**src/sv/sos_pkg.sv**
```systemverilog
// shared types and constants for the stereo output stage
`timescale 1ns / 1ps

package sos_pkg;

	typedef enum logic [3:0] {
		ST_IDLE,
		ST_SM_LVL,
		ST_SM_CEIL,
		ST_DC_L,
		ST_DC_R,
		ST_GAIN_L,
		ST_GAIN_R,
		ST_GAIN_WAIT,
		ST_SIDE,
		ST_MIX,
		ST_DONE
	} seq_state_t;

	localparam int CFG_IDX_W  = 3;
	localparam int CFG_DATA_W = 24;

	localparam logic [CFG_IDX_W-1:0] CFG_LEVEL  = 3'd0;
	localparam logic [CFG_IDX_W-1:0] CFG_SPREAD = 3'd1;
	localparam logic [CFG_IDX_W-1:0] CFG_CEIL   = 3'd2;
	localparam logic [CFG_IDX_W-1:0] CFG_DC_EN  = 3'd3;
	localparam logic [CFG_IDX_W-1:0] CFG_POLE   = 3'd4;

	typedef struct packed {
		logic [15:0] level_target;
		logic [15:0] spread_amount;
		logic [22:0] clip_ceiling;
		logic        dc_filter_enable;
		logic [23:0] dc_pole;
	} cfg_t;

	localparam logic [15:0] LEVEL_RESET  = 16'd16384;
	localparam logic [15:0] SPREAD_RESET = 16'd16384;
	localparam logic [22:0] CEIL_RESET   = 23'd8388607;
	localparam logic [23:0] POLE_RESET   = 24'd16760439;
	localparam logic [15:0] LEVEL_MAX    = 16'd32768;

	// smoother state: level in Q2.30, ceiling in Q1.31
	localparam logic [31:0] LEVEL_SM_RESET = 32'h4000_0000;
	localparam logic [31:0] CEIL_SM_RESET  = 32'h7FFF_FF00;

	// second multiplier operand, signed
	localparam int MUL_B_W = 25;
	// 0.001 in Q0.24
	localparam logic signed [MUL_B_W-1:0] SMOOTH_COEF = 25'sd16777;

endpackage

```
**src/sv/sos_mul.sv**
```systemverilog
// shared signed multiplier with registered product
`timescale 1ns / 1ps

module sos_mul
	import sos_pkg::*;
#(
	parameter int A_W = 33
) (
	input  logic                           clk,
	input  logic signed [A_W-1:0]          a,
	input  logic signed [MUL_B_W-1:0]      b,
	output logic signed [A_W+MUL_B_W-1:0]  p
);

	logic signed [A_W+MUL_B_W-1:0] p_q;

	always_ff @(posedge clk) begin
		p_q <= a * b;
	end

	assign p = p_q;

endmodule

```
**config.mk**
```make
export PLATFORM = sky130hd
export DESIGN_NAME = sos_mul
export DESIGN_NICKNAME = d
export VERILOG_FILES = /design/src/sv/sos_pkg.sv /design/src/sv/sos_mul.sv
export SDC_FILE = /design/constraint.sdc
export NUM_CORES = 2
export LEC_CHECK = 0
export BUFFER_PORTS_ARGS = -buffer_cell sky130_fd_sc_hd__clkbuf_2
export CAP_MARGIN = 10
export CORE_ASPECT_RATIO = 0.8
export CORE_MARGIN = 1.5
export CORE_UTILIZATION = 55
export DETAILED_ROUTE_END_ITERATION = 8
export PLACE_DENSITY_LB_ADDON = 0.05
export SETUP_SLACK_MARGIN = 0.02
export SLEW_MARGIN = 15
export SYNTH_ARGS = -nofsm -noshare
export SYNTH_HDL_FRONTEND = slang
export SYNTH_SLANG_ARGS = --single-unit
```
**constraint.sdc**
```tcl
create_clock -name clk -period 8.5 [get_ports clk]
set_input_delay 0 -clock clk [delete_from_list [all_inputs] [get_ports clk]]
set_output_delay 0 -clock clk [all_outputs]
set_load 0.01 [all_outputs]
```
==> report_table.html <==
<table>
<tr><th>Metric</th><th>Value</th></tr>
<tr><th colspan="2">Hold path</th></tr>
<tr><td>Worst Hold Path Cells</td><td>2</td></tr>
<tr><td>Worst hold path class</td><td>in2reg</td></tr>
<tr><th colspan="2">Setup path</th></tr>
<tr><td>Required time of the critical path</td><td>8720 ps</td></tr>
<tr><td>Crit Path Category</td><td>in2reg</td></tr>
<tr><td>Highest fanout seen on the critical path</td><td>23</td></tr>
<tr><td>CP Depth</td><td>23</td></tr>
<tr><td>Library cell contributing the largest single delay on the critical path</td><td>clkbuf_2</td></tr>
<tr><td>Arrival time at the worst endpoint</td><td>8000 ps</td></tr>
<tr><td>Highest cell delay on the worst timing path</td><td>600 ps</td></tr>
<tr><td>Cell family with most CP delay</td><td>adder cells</td></tr>
<tr><td>CP dominant cell by count</td><td>fa_1</td></tr>
<tr><td>Critical Path, Cell by Cell</td><td>clkbuf_2, buf_4, nand2_1, fa_1, inv_1, fa_1, fa_1, fa_1, fa_1, fa_1, inv_1, fa_1, inv_1, ha_1, a21oi_1, o21bai_1, a21o_1, nor3b_1, nand4_1, o21ai_1, o221ai_1, a21oi_1, o211ai_1</td></tr>
<tr><td>Count of buffer and inverter cells on the critical path</td><td>5</td></tr>
<tr><td>Sort of element at the start of the critical path</td><td>input port</td></tr>
<tr><td>Nature of the critical path endpoint</td><td>flip-flop</td></tr>
<tr><th colspan="2">CTS</th></tr>
<tr><td>H-tree levels</td><td>3</td></tr>
<tr><td>Clock tree from TritonCTS</td><td>done</td></tr>
<tr><td>Number of instances resized during post-cts repair</td><td>0</td></tr>
<tr><td>Number of sinks handled by clock tree synthesis</td><td>58</td></tr>
<tr><td>Clk buf depth</td><td>2</td></tr>
<tr><td>Clock Tree Root</td><td>clkbuf_16</td></tr>
<tr><td>Hold-fix buffer count after cts</td><td>0</td></tr>
<tr><td>Worst-path clk slew</td><td>50 ps</td></tr>
<tr><td>Setup fix buffers added after clock tree synthesis</td><td>0</td></tr>
<tr><td>Number of buffers inserted during clock tree synthesis</td><td>9</td></tr>
<tr><th colspan="2">Layout</th></tr>
<tr><td>Net count, final</td><td>4266</td></tr>
<tr><td>Share of cells above drive strength 1</td><td>5.57%</td></tr>
<tr><td>Non-filler cells, final</td><td>3915</td></tr>
<tr><td>Fillers</td><td>4760</td></tr>
<tr><td>Max FFs per register</td><td>58</td></tr>
<tr><td>Signed area change from the synthesized netlist to the final layout</td><td>4.44%</td></tr>
<tr><td>Number of antenna diodes</td><td>0</td></tr>
<tr><td>Non-Filler Cell Area, Final</td><td>0.0315 mm2</td></tr>
<tr><th colspan="2">Synthesis</th></tr>
<tr><td>Cells taking the most area after synthesis</td><td>fa_1 56%, inv_1 9.8%, and2_1 8.5%</td></tr>
<tr><td>Average instance area after synthesis</td><td>9.42 um2</td></tr>
<tr><td>Leading register cell type out of synthesis</td><td>dfxtp_1</td></tr>
<tr><td>Top post-synthesis cells by count</td><td>842 x fa_1, 785 x inv_1, 416 x nand2_1, 409 x and2_1, 157 x ha_1</td></tr>
<tr><td>Post-Syn Instances</td><td>3208</td></tr>
<tr><td>Area of the mapped netlist</td><td>0.0302 mm2</td></tr>
<tr><td>Synthesis warning total</td><td>0</td></tr>
<tr><td>Cell type with the largest total area after synthesis</td><td>fa_1</td></tr>
<tr><td>Count of state elements after synthesis</td><td>58</td></tr>
<tr><td>Ys async rst share</td><td>0%</td></tr>
<tr><td>Proportion of netlist area held by the largest area contributor</td><td>55.8%</td></tr>
<tr><td>Number of enable flip-flop cells after synthesis</td><td>0</td></tr>
<tr><td>Fraction of the yosys area taken by sequential cells</td><td>3.84%</td></tr>
<tr><td>Synthesized netlist net count</td><td>4266</td></tr>
<tr><td>Most used standard cell by instance count after synthesis</td><td>fa_1</td></tr>
<tr><td>Distinct cell type count after synthesis</td><td>60</td></tr>
<tr><th colspan="2">GRT</th></tr>
<tr><td>Initial antenna violation count</td><td>3</td></tr>
<tr><td>First-pass GRT wire length</td><td>139000 um</td></tr>
<tr><td>Number of global-route vias before repair</td><td>23500</td></tr>
<tr><td>Overall fraction of global-route tracks in use</td><td>33.0%</td></tr>
<tr><td>GRT overflow</td><td>0</td></tr>
<tr><td>Pin count of the biggest net entering global routing</td><td>34</td></tr>
<tr><th colspan="2">Routing</th></tr>
<tr><td>Ratio of routed vias to standard cells</td><td>5.52</td></tr>
<tr><td>Vias</td><td>21600</td></tr>
<tr><td>ANT nets after route</td><td>0</td></tr>
<tr><td>DR WL/cell</td><td>22.0 um</td></tr>
<tr><td>Total iterations of the first detailed-routing run</td><td>5</td></tr>
<tr><td>Sum of routed wire length over all layers</td><td>86200 um</td></tr>
<tr><td>Post-route DRC</td><td>0</td></tr>
<tr><td>DRC violation total after the first TritonRoute iteration</td><td>1596</td></tr>
<tr><th colspan="2">STA</th></tr>
<tr><td>Final Critical Period</td><td>7780 ps</td></tr>
<tr><td>Fmax achieved</td><td>0.128 GHz</td></tr>
<tr><td>Unrepaired setup endpoints after global routing</td><td>false</td></tr>
<tr><td>Slew headroom</td><td>33.1%</td></tr>
<tr><td>Period utilization</td><td>91.6%</td></tr>
<tr><td>Count of pins over their slew limit</td><td>0</td></tr>
<tr><td>Pin slew with the least headroom to its limit</td><td>1000 ps</td></tr>
<tr><td>Setup violations, final</td><td>0</td></tr>
<tr><td>Fin Hold WS</td><td>438 ps</td></tr>
<tr><td>Sum of negative setup slack</td><td>0 ps</td></tr>
<tr><td>Number of hold violations in the final report</td><td>0</td></tr>
<tr><th colspan="2">Floorplan</th></tr>
<tr><td>Number of rows created at floorplan</td><td>76</td></tr>
<tr><td>Floorplan core area</td><td>0.0540 mm2</td></tr>
<tr><td>Initial Util</td><td>55.9%</td></tr>
<tr><td>Vertical extent of the die</td><td>213 um</td></tr>
<tr><td>Die Footprint</td><td>0.0563 mm2</td></tr>
<tr><td>Die width</td><td>265 um</td></tr>
<tr><td>I/O pin total</td><td>117</td></tr>
<tr><th colspan="2">Placed design</th></tr>
<tr><td>Final RePlAce weighted congestion</td><td>0.938</td></tr>
<tr><td>Dpl cell area</td><td>0.0312 mm2</td></tr>
<tr><td># placed instances</td><td>3899</td></tr>
<tr><td>Port Buffers</td><td>116</td></tr>
<tr><td>Placed wire-length estimate</td><td>70400 um</td></tr>
<tr><th colspan="2">Job</th></tr>
<tr><td>Count of maximum capacitance violations</td><td>0</td></tr>
<tr><th colspan="2">Run status</th></tr>
<tr><td>Status</td><td>finished, final reports clean</td></tr>
</table>
-- metrics by stage --
step,util (%),worst slack [ps]
final,58.4,717
after global routing,58.4,480
after floorplan,-,2100
after CTS,58.4,765
after global placement,57.8,445
after detailed placement,57.8,439
-- placed cells by master, fill, tap and decap left out, types with 3 or more instances in the layout --
cell type,netlist,routed
nand2_1,416,416
clkbuf_2,0,116
a211oi_1,8,8
a31oi_1,10,10
inv_1,785,785
nand4_1,15,15
o21ai_0,28,28
o21bai_1,15,15
clkbuf_16,0,9
o21a_1,5,5
nor3_1,6,6
nand2b_1,11,11
a211o_1,3,3
nand3_1,16,16
xor2_1,15,15
nor3b_1,3,3
a21oi_1,51,51
nor2_1,57,57
xnor2_1,44,44
buf_4,1,31
nor2b_1,5,5
fa_1,842,842
o31ai_2,3,3
dfxtp_1,58,58
nor4_1,3,3
and3_1,8,8
and2_1,409,409
ha_1,157,157
o211ai_1,7,7
clkinvlp_4,0,4
a21o_1,34,34
-- final cells by class --
class	count	area, um2	area share (%)
sequential	58	1160	3.68
clock inverter	7	77.6	0.246
inverter	786	2950	9.35
clock buffer	9	225	0.714
tap	702	878	2.78
timing repair buffer	147	813	2.58
multi-input combinational	2206	25400	80.6
-- path summary, 6_finish.rpt --
| path | from | endpoint | slack [ps] |
|---|---|---|---|
| max | b[16] | p[57]$_DFF_P_ | 720 |
| min | b[0] | p[0]$_DFF_P_ | 440 |
-- per-layer routing --
layer | GRT usage, % | part of all wire (%) | wire, um | up-vias
met5 | 0 | 0.031 | 27 | -
met4 | 7.19 | 1.8 | 1580 | 4
met3 | 8.44 | 11 | 9360 | 94
met2 | 46.3 | 42 | 35800 | 1029
met1 | 51.3 | 46 | 39400 | 11300
li1 | - | - | - | 9207
-- cells by family (layout without fill, tap and decap cells) --
kind of cell	count (synthesis)	after routing	synth area share, %
AND/OR/NAND/NOR	954	954	15.8
AO/OA/AOI/OAI	194	194	4.42
XOR/XNOR	59	59	1.71
flip-flops	58	58	3.84
buffers and inverters	944	949	11.9
adder cells (fa/ha/maj)	999	999	62.3
Power is not shown: default switching activity piles up to over one toggle a cycle in this logic, so the estimate is an artifact.
