**src/sv/sos_pkg.sv**
```systemverilog
// shared types and constants for the stereo output stage
`timescale 1ns / 1ps

package sos_pkg;

	typedef enum logic [3:0] {
		ST_IDLE,
		ST_SM_LVL,
		ST_SM_CEIL,
		ST_DC_L,
		ST_DC_R,
		ST_GAIN_L,
		ST_GAIN_R,
		ST_GAIN_WAIT,
		ST_SIDE,
		ST_MIX,
		ST_DONE
	} seq_state_t;

	localparam int CFG_IDX_W  = 3;
	localparam int CFG_DATA_W = 24;

	localparam logic [CFG_IDX_W-1:0] CFG_LEVEL  = 3'd0;
	localparam logic [CFG_IDX_W-1:0] CFG_SPREAD = 3'd1;
	localparam logic [CFG_IDX_W-1:0] CFG_CEIL   = 3'd2;
	localparam logic [CFG_IDX_W-1:0] CFG_DC_EN  = 3'd3;
	localparam logic [CFG_IDX_W-1:0] CFG_POLE   = 3'd4;

	typedef struct packed {
		logic [15:0] level_target;
		logic [15:0] spread_amount;
		logic [22:0] clip_ceiling;
		logic        dc_filter_enable;
		logic [23:0] dc_pole;
	} cfg_t;

	localparam logic [15:0] LEVEL_RESET  = 16'd16384;
	localparam logic [15:0] SPREAD_RESET = 16'd16384;
	localparam logic [22:0] CEIL_RESET   = 23'd8388607;
	localparam logic [23:0] POLE_RESET   = 24'd16760439;
	localparam logic [15:0] LEVEL_MAX    = 16'd32768;

	// smoother state: level in Q2.30, ceiling in Q1.31
	localparam logic [31:0] LEVEL_SM_RESET = 32'h4000_0000;
	localparam logic [31:0] CEIL_SM_RESET  = 32'h7FFF_FF00;

	// second multiplier operand, signed
	localparam int MUL_B_W = 25;
	// 0.001 in Q0.24
	localparam logic signed [MUL_B_W-1:0] SMOOTH_COEF = 25'sd16777;

endpackage

```
**src/sv/sos_seq.sv**
```systemverilog
// sequencer and datapath registers around the shared multiplier
`timescale 1ns / 1ps

module sos_seq
	import sos_pkg::*;
#(
	parameter int SAMPLE_BITS = 24,
	parameter int A_W = 35
) (
	input  logic                            clk,
	input  logic                            arst_n,
	input  cfg_t                            cfg,
	input  logic                            in_valid,
	output logic                            in_ready,
	input  logic signed [SAMPLE_BITS-1:0]   in_left,
	input  logic signed [SAMPLE_BITS-1:0]   in_right,
	output logic                            res_valid,
	input  logic                            res_ready,
	output logic signed [SAMPLE_BITS-1:0]   res_left,
	output logic signed [SAMPLE_BITS-1:0]   res_right,
	output logic signed [A_W-1:0]           mul_a,
	output logic signed [MUL_B_W-1:0]       mul_b,
	input  logic signed [A_W+MUL_B_W-1:0]   mul_p
);

	localparam int SB  = SAMPLE_BITS;
	localparam int PW  = A_W + MUL_B_W;
	localparam int SHL = (SB >= 24) ? SB - 24 : 0;
	localparam int SHR = (SB < 24) ? 24 - SB : 0;
	localparam logic [32:0] SMAX33 = 33'((64'd1 << (SB - 1)) - 64'd1);
	localparam logic signed [PW-1:0] HALF24 = PW'(1) <<< 23;
	localparam logic signed [PW-1:0] HALF14 = PW'(1) <<< 14;
	localparam logic signed [PW-1:0] HALF13 = PW'(1) <<< 13;
	localparam logic signed [PW-1:0] SMAX_P = PW'(SMAX33);
	localparam logic signed [PW-1:0] SMIN_P = -SMAX_P - PW'(1);

	seq_state_t state_q, state_d;

	// model state
	logic [31:0]             level_q, ceil_sm_q;
	logic signed [SB-1:0]    pil_q, pfl_q, pir_q, pfr_q;
	// per item payload
	logic signed [SB-1:0]    l_in_q, r_in_q, yl_q, yr_q, res_l_q, res_r_q;
	logic signed [SB+1:0]    gl_q, gr_q;
	logic [15:0]             lvl_q;
	logic [SB-1:0]           ceil_q;

	logic [15:0]             lt;
	logic signed [32:0]      d_lvl, d_ceil;
	logic signed [PW-1:0]    r24, gain_w, y_raw, y_sat_w, num_m, mix_l, mix_r, ceil_p;
	logic signed [SB-1:0]    dc_x, dc_pi, y_sat;
	logic [32:0]             lvl_w, c_w, ce;
	logic [23:0]             c23;
	logic [SB-1:0]           ceil_next;
	logic signed [SB+2:0]    dif;

	always_comb begin
		lt     = (cfg.level_target > LEVEL_MAX) ? LEVEL_MAX : cfg.level_target;
		d_lvl  = $signed({1'b0, lt, 16'b0}) - $signed({1'b0, level_q});
		d_ceil = $signed({2'b0, cfg.clip_ceiling, 8'b0}) - $signed({1'b0, ceil_sm_q});
		r24    = (mul_p + HALF24) >>> 24;
		gain_w = (mul_p + HALF13) >>> 14;

		// dc blocker: left result is taken in ST_DC_R, right in ST_GAIN_L
		dc_x    = (state_q == ST_DC_R) ? l_in_q : r_in_q;
		dc_pi   = (state_q == ST_DC_R) ? pil_q : pir_q;
		y_raw   = PW'(dc_x) - PW'(dc_pi) + r24;
		y_sat_w = (y_raw > SMAX_P) ? SMAX_P : ((y_raw < SMIN_P) ? SMIN_P : y_raw);
		y_sat   = y_sat_w[SB-1:0];

		lvl_w = {1'b0, level_q} + 33'd32768;
		c_w   = {1'b0, ceil_sm_q} + 33'd128;
		c23   = c_w[31:8];
		ce    = (33'(c23) << SHL) >> SHR;
		ceil_next = (ce > SMAX33) ? SMAX33[SB-1:0] : ce[SB-1:0];

		dif    = (SB+3)'(gl_q) - (SB+3)'(gr_q);
		num_m  = (PW'(gl_q) + PW'(gr_q)) <<< 14;
		mix_l  = (num_m + mul_p + HALF14) >>> 15;
		mix_r  = (num_m - mul_p + HALF14) >>> 15;
		ceil_p = $signed(PW'(ceil_q));
	end

	always_comb begin
		state_d = state_q;
		case (state_q)
			ST_IDLE:      if (in_valid) state_d = ST_SM_LVL;
			ST_SM_LVL:    state_d = ST_SM_CEIL;
			ST_SM_CEIL:   state_d = ST_DC_L;
			ST_DC_L:      state_d = ST_DC_R;
			ST_DC_R:      state_d = ST_GAIN_L;
			ST_GAIN_L:    state_d = ST_GAIN_R;
			ST_GAIN_R:    state_d = ST_GAIN_WAIT;
			ST_GAIN_WAIT: state_d = ST_SIDE;
			ST_SIDE:      state_d = ST_MIX;
			ST_MIX:       state_d = ST_DONE;
			ST_DONE:      if (res_ready) state_d = ST_IDLE;
			default:      state_d = ST_IDLE;
		endcase
	end

	always_comb begin
		in_ready  = 1'b0;
		res_valid = 1'b0;
		mul_a     = '0;
		mul_b     = '0;
		case (state_q)
			ST_IDLE: in_ready = 1'b1;
			ST_SM_LVL: begin
				mul_a = A_W'(d_lvl);
				mul_b = SMOOTH_COEF;
			end
			ST_SM_CEIL: begin
				mul_a = A_W'(d_ceil);
				mul_b = SMOOTH_COEF;
			end
			ST_DC_L: begin
				mul_a = A_W'(pfl_q);
				mul_b = $signed({1'b0, cfg.dc_pole});
			end
			ST_DC_R: begin
				mul_a = A_W'(pfr_q);
				mul_b = $signed({1'b0, cfg.dc_pole});
			end
			ST_GAIN_L: begin
				mul_a = A_W'(cfg.dc_filter_enable ? yl_q : l_in_q);
				mul_b = $signed({9'b0, lvl_q});
			end
			ST_GAIN_R: begin
				mul_a = A_W'(cfg.dc_filter_enable ? yr_q : r_in_q);
				mul_b = $signed({9'b0, lvl_q});
			end
			ST_SIDE: begin
				mul_a = A_W'(dif);
				mul_b = $signed({9'b0, cfg.spread_amount});
			end
			ST_DONE: res_valid = 1'b1;
			default: ;
		endcase
	end

	always_ff @(posedge clk or negedge arst_n) begin
		if (!arst_n) begin
			state_q   <= ST_IDLE;
			level_q   <= LEVEL_SM_RESET;
			ceil_sm_q <= CEIL_SM_RESET;
			pil_q     <= '0;
			pfl_q     <= '0;
			pir_q     <= '0;
			pfr_q     <= '0;
		end else begin
			state_q <= state_d;
			if (state_q == ST_SM_CEIL) level_q <= level_q + r24[31:0];
			if (state_q == ST_DC_L) ceil_sm_q <= ceil_sm_q + r24[31:0];
			// filter history only moves while the filter is on
			if (state_q == ST_GAIN_L && cfg.dc_filter_enable) begin
				pil_q <= l_in_q;
				pfl_q <= yl_q;
				pir_q <= r_in_q;
				pfr_q <= y_sat;
			end
		end
	end

	always_ff @(posedge clk) begin
		case (state_q)
			ST_IDLE: begin
				if (in_valid) begin
					l_in_q <= in_left;
					r_in_q <= in_right;
				end
			end
			ST_DC_L:      lvl_q <= lvl_w[31:16];
			ST_DC_R: begin
				yl_q   <= y_sat;
				ceil_q <= ceil_next;
			end
			ST_GAIN_L:    yr_q <= y_sat;
			ST_GAIN_R:    gl_q <= gain_w[SB+1:0];
			ST_GAIN_WAIT: gr_q <= gain_w[SB+1:0];
			ST_MIX: begin
				res_l_q <= (mix_l > ceil_p) ? ceil_p[SB-1:0] :
					((mix_l < -ceil_p) ? SB'(-ceil_p) : mix_l[SB-1:0]);
				res_r_q <= (mix_r > ceil_p) ? ceil_p[SB-1:0] :
					((mix_r < -ceil_p) ? SB'(-ceil_p) : mix_r[SB-1:0]);
			end
			default: ;
		endcase
	end

	assign res_left  = res_l_q;
	assign res_right = res_r_q;

endmodule

```
**config.mk**
```make
export PLATFORM = sky130hd
export DESIGN_NAME = sos_seq
export DESIGN_NICKNAME = d
export VERILOG_FILES = /design/src/sv/sos_pkg.sv /design/src/sv/sos_seq.sv
export SDC_FILE = /design/constraint.sdc
export NUM_CORES = 2
export LEC_CHECK = 0
export BUFFER_PORTS_ARGS = -buffer_cell sky130_fd_sc_hd__buf_2
export CAP_MARGIN = 20
export CORE_MARGIN = 1
export CORE_UTILIZATION = 40
export CTS_BUF_LIST = sky130_fd_sc_hd__clkbuf_8
export DETAILED_ROUTE_END_ITERATION = 12
export GPL_TIMING_DRIVEN = 0
export PLACE_DENSITY = 0.63
export SYNTH_ARGS = -nofsm -noshare
export SYNTH_HDL_FRONTEND = slang
export SYNTH_SLANG_ARGS = --single-unit
```
**constraint.sdc**
```tcl
create_clock -name clk -period 9.5 [get_ports clk]
set_input_delay 0.475 -clock clk [delete_from_list [all_inputs] [get_ports clk]]
set_output_delay 0.475 -clock clk [all_outputs]
set_load 0.03 [all_outputs]
```
==> results.rst <==
.. list-table::
   :header-rows: 1

   * - Metric
     - Value
   * - Distinct cell type count after synthesis
     - 86
   * - Count of flip-flops with a built-in enable after synthesis
     - 236
   * - Gpl congestion
     - 0.963
   * - Final core occ
     - 0.471
   * - Data arrival at the endpoint of the critical path
     - 9880 ps
   * - Layout area overhead
     - 15.9%
   * - Total die area
     - 98400 µm²
   * - Fin. max-slew vios
     - 0
   * - Number of rows created at floorplan
     - 113
   * - Synthesized area per cell
     - 9.14 µm²
   * - Final nets
     - 5517
   * - Fill cell count
     - 9269
   * - Cell count of the worst reg-to-reg path
     - 23
   * - Antenna-violating nets left
     - 0
   * - Post-Synthesis Cells
     - 4251
   * - Initial DRC Count
     - 2585
   * - Initial antenna violation count
     - 18
   * - Overall routing resource usage
     - 0.255
   * - DRC
     - 0
   * - Slew headroom
     - 0.139
   * - Height of the die
     - 314 µm
   * - Fraction of the cycle the final worst path needs
     - 0.973
   * - Library cell used as clock root buffer
     - sky130_fd_sc_hd__clkbuf_8
   * - Final count of negative-setup-slack endpoints
     - 0
   * - CP Capture Type
     - flip-flop
   * - Category of the critical setup timing path
     - flip-flop to flip-flop
   * - Via/cell ratio
     - 5.63
   * - Via count of the first global-routing pass
     - 33500
   * - Maximum achievable frequency
     - 0.108 GHz
   * - Final Hold Viols
     - 0
   * - Sequential-to-total area share from yosys stat
     - 0.289
   * - Total via count in the routed design
     - 34100
   * - Max_cap viols
     - 0
   * - Kind of launch point of the worst setup path
     - flip-flop
   * - Final WL
     - 128000 µm
   * - Highest fanout seen on the critical path
     - 33
   * - Buffers added on ports
     - 299
   * - Layout Skew
     - 42.0 ps
   * - Maximum count of clock buffers along a single path
     - 3
   * - Post-synthesis register bit count
     - 400
   * - Worst-path clk slew
     - 60 ps
   * - Maximum number of pins on one net before global-route repair
     - 105
   * - Proportion of register bits with asynchronous set or reset after synthesis
     - 0.410
   * - Synthesized cell area
     - 38800 µm²
   * - Wire length of the first global-routing pass
     - 193000 µm
   * - Fraction of layout instances using a drive strength above 1
     - 0.155
   * - Reg-to-reg setup timing slack
     - 250 ps
   * - Placeable core region
     - 95600 µm²
   * - Initial core utilization
     - 0.406
   * - Worst Hold Depth
     - 2
   * - Clock Sinks
     - 400
   * - Aggregate negative setup slack
     - 0 ps
   * - Overall die width
     - 314 µm
   * - Setup repair after global routing missed its margin
     - true
   * - Status
     - complete, no violations
   * - Overflow left after global routing
     - 0
   * - Number of placed I/O pins
     - 302
   * - Slew at the pin closest to its max-slew limit
     - 1280 ps
   * - Num CTS Buffers
     - 77
   * - Post-synth top flop
     - sky130_fd_sc_hd__edfxtp_1
   * - Clock network latency to the later pin of the worst-skew pair
     - 710 ps
   * - CP required
     - 10130 ps
   * - Post-layout min period
     - 9250 ps
   * - Clock tree from TritonCTS
     - built
   * - Hold crit path type
     - input pin to flip-flop
   * - Synth Warn #
     - 0
   * - HPWL after detailed placement
     - 104000 µm
   * - Number of H-tree levels
     - 3
   * - First drt pass iteration count
     - 9
   * - Routed length per placed instance
     - 21.1 µm
==> layout make-up <==
cell class	instances	area (µm²)	share of cell area
clock inverter	57	490	0.0109
timing repair buffer	401	2520	0.0560
clock buffer	85	1170	0.0260
sequential	400	11200	0.249
inverter	325	1220	0.0272
tap	1265	1580	0.0352
buffer	120	505	0.0112
multi-input combinational	3404	26300	0.584
antenna	5	12.5	0.000278
==> worst paths after layout <==
| check | startpoint | end |
|---|---|---|
| max in group asynchronous | arst_n | ceil_sm_q[1]$_DFFE_PN0N_ |
| hold reg to reg | ceil_sm_q[15]$_DFFE_PN1N_ | ceil_sm_q[15]$_DFFE_PN1N_ |
| setup reg to reg | state_q[3]$_DFFE_PN0P_ | pfr_q[8]$_DFFE_PN0P_ |
| hold / removal | mul_p[22] | gr_q[8]$_DFFE_PP_ |
| setup / recovery | state_q[3]$_DFFE_PN0P_ | pfr_q[8]$_DFFE_PN0P_ |
| min in group asynchronous | arst_n | level_q[25]$_DFFE_PN0P_ |
==> placed cells by master, fill, tap and decap left out, drive strengths merged, types with 49 or more instances in the layout <==
cell type | synthesis | final
dfrtp | 140 | 140
xnor2 | 281 | 281
xor2 | 92 | 92
nor3 | 114 | 114
nor2 | 252 | 252
clkbuf | 100 | 178
nand2 | 304 | 304
a21oi | 298 | 298
mux2i | 92 | 92
mux2 | 134 | 134
nor2b | 59 | 59
ha | 555 | 555
nand3 | 89 | 89
a21o | 153 | 153
edfxtp | 236 | 236
dlygate4sd3 | 0 | 49
o21ai | 263 | 263
inv | 325 | 354
nand4 | 58 | 58
buf | 23 | 379
==> cells in the mapped netlist (43+ instances only) <==
library cell,n,area [µm²]
sky130_fd_sc_hd__nor2_1,251,942
sky130_fd_sc_hd__nor3_1,114,571
sky130_fd_sc_hd__mux2_2,134,1510
sky130_fd_sc_hd__o21ai_0,257,1290
sky130_fd_sc_hd__nand2b_1,43,269
sky130_fd_sc_hd__nand2_1,304,1140
sky130_fd_sc_hd__a21o_1,153,1150
sky130_fd_sc_hd__nand4_1,58,363
sky130_fd_sc_hd__dfrtp_1,140,3500
sky130_fd_sc_hd__mux2i_1,92,921
sky130_fd_sc_hd__xnor2_1,281,2460
sky130_fd_sc_hd__clkbuf_1,100,375
sky130_fd_sc_hd__nor2b_1,59,369
sky130_fd_sc_hd__xor2_1,92,806
sky130_fd_sc_hd__ha_1,555,6940
sky130_fd_sc_hd__a21oi_1,297,1490
sky130_fd_sc_hd__inv_1,325,1220
sky130_fd_sc_hd__edfxtp_1,236,7090
sky130_fd_sc_hd__nand3_1,89,445
==> logic make-up after synthesis <==
kind of cell,count (synthesis),share of synthesized area
DFF,400,0.289
xor gates and xnor gates,373,0.0841
AOI/OAI and AO/OA,1096,0.181
other,1,0.0000965
muxes,226,0.0626
and+or+nand+nor,1111,0.139
adders and majority gates,596,0.200
buffers and inverters,448,0.0439
==> worst max-delay path, stage by stage, from the launching register on <==
cell	delay, ps
sky130_fd_sc_hd__dfrtp_1	450
sky130_fd_sc_hd__nand2b_1	270
sky130_fd_sc_hd__nor3_1	740
sky130_fd_sc_hd__clkbuf_1	660
sky130_fd_sc_hd__clkbuf_4	660
sky130_fd_sc_hd__buf_16	310
sky130_fd_sc_hd__mux2i_1	310
sky130_fd_sc_hd__fa_1	510
sky130_fd_sc_hd__fa_1	470
sky130_fd_sc_hd__a21o_1	170
sky130_fd_sc_hd__a21oi_1	230
sky130_fd_sc_hd__o21bai_1	140
sky130_fd_sc_hd__o22a_1	300
sky130_fd_sc_hd__a311oi_1	680
sky130_fd_sc_hd__a31oi_1	350
sky130_fd_sc_hd__a21oi_1	530
sky130_fd_sc_hd__o21ai_0	180
sky130_fd_sc_hd__a31o_2	260
sky130_fd_sc_hd__a21oi_1	170
sky130_fd_sc_hd__xnor2_1	250
sky130_fd_sc_hd__a31oi_2	560
sky130_fd_sc_hd__clkbuf_1	530
sky130_fd_sc_hd__a21o_1	210
sky130_fd_sc_hd__mux2_2	160
==> metrics by stage <==
step                cells  setup slack, ps  area [µm²]  hold slack [ps]
global placement     5816            -2660       41900              476
floorplan            4252              188       38800              179
CTS                  6036             32.5       44600              111
detailed placement   5837            -2000       42300              457
finish               6062              254       45000              161
global route         6057            -75.3       45000              141
==> per-layer routing <==
layer | track usage | part of all wire
met5 | 0 | 0.00029
met4 | 0.0907 | 0.034
met3 | 0.0312 | 0.063
met2 | 0.424 | 0.46
met1 | 0.341 | 0.44
==> registers in the layout, summed over array words and instances (netlist names) <==
name	flops
yl_q	24
ceil_sm_q	32
l_in_q	24
pfr_q	24
pil_q	24
lvl_q	16
gl_q	26
level_q	32
r_in_q	24
res_right	24
yr_q	24
res_left	24
pir_q	24
state_q	4
ceil_q	24
gr_q	26
pfl_q	24
==> what timing repair did <==
action                                 4_1_cts  5_1_grt
pin swaps                                    4       20
gates resized for setup                     32       63
hold buffers                                49        0
setup endpoints to repair                   48      108
setup buffers                                8       22
endpoints found under the hold margin       84        0
Power is left out: the tool's default activity adds up to more than one toggle a clock period on the data nets, which glitch-free logic cannot reach.
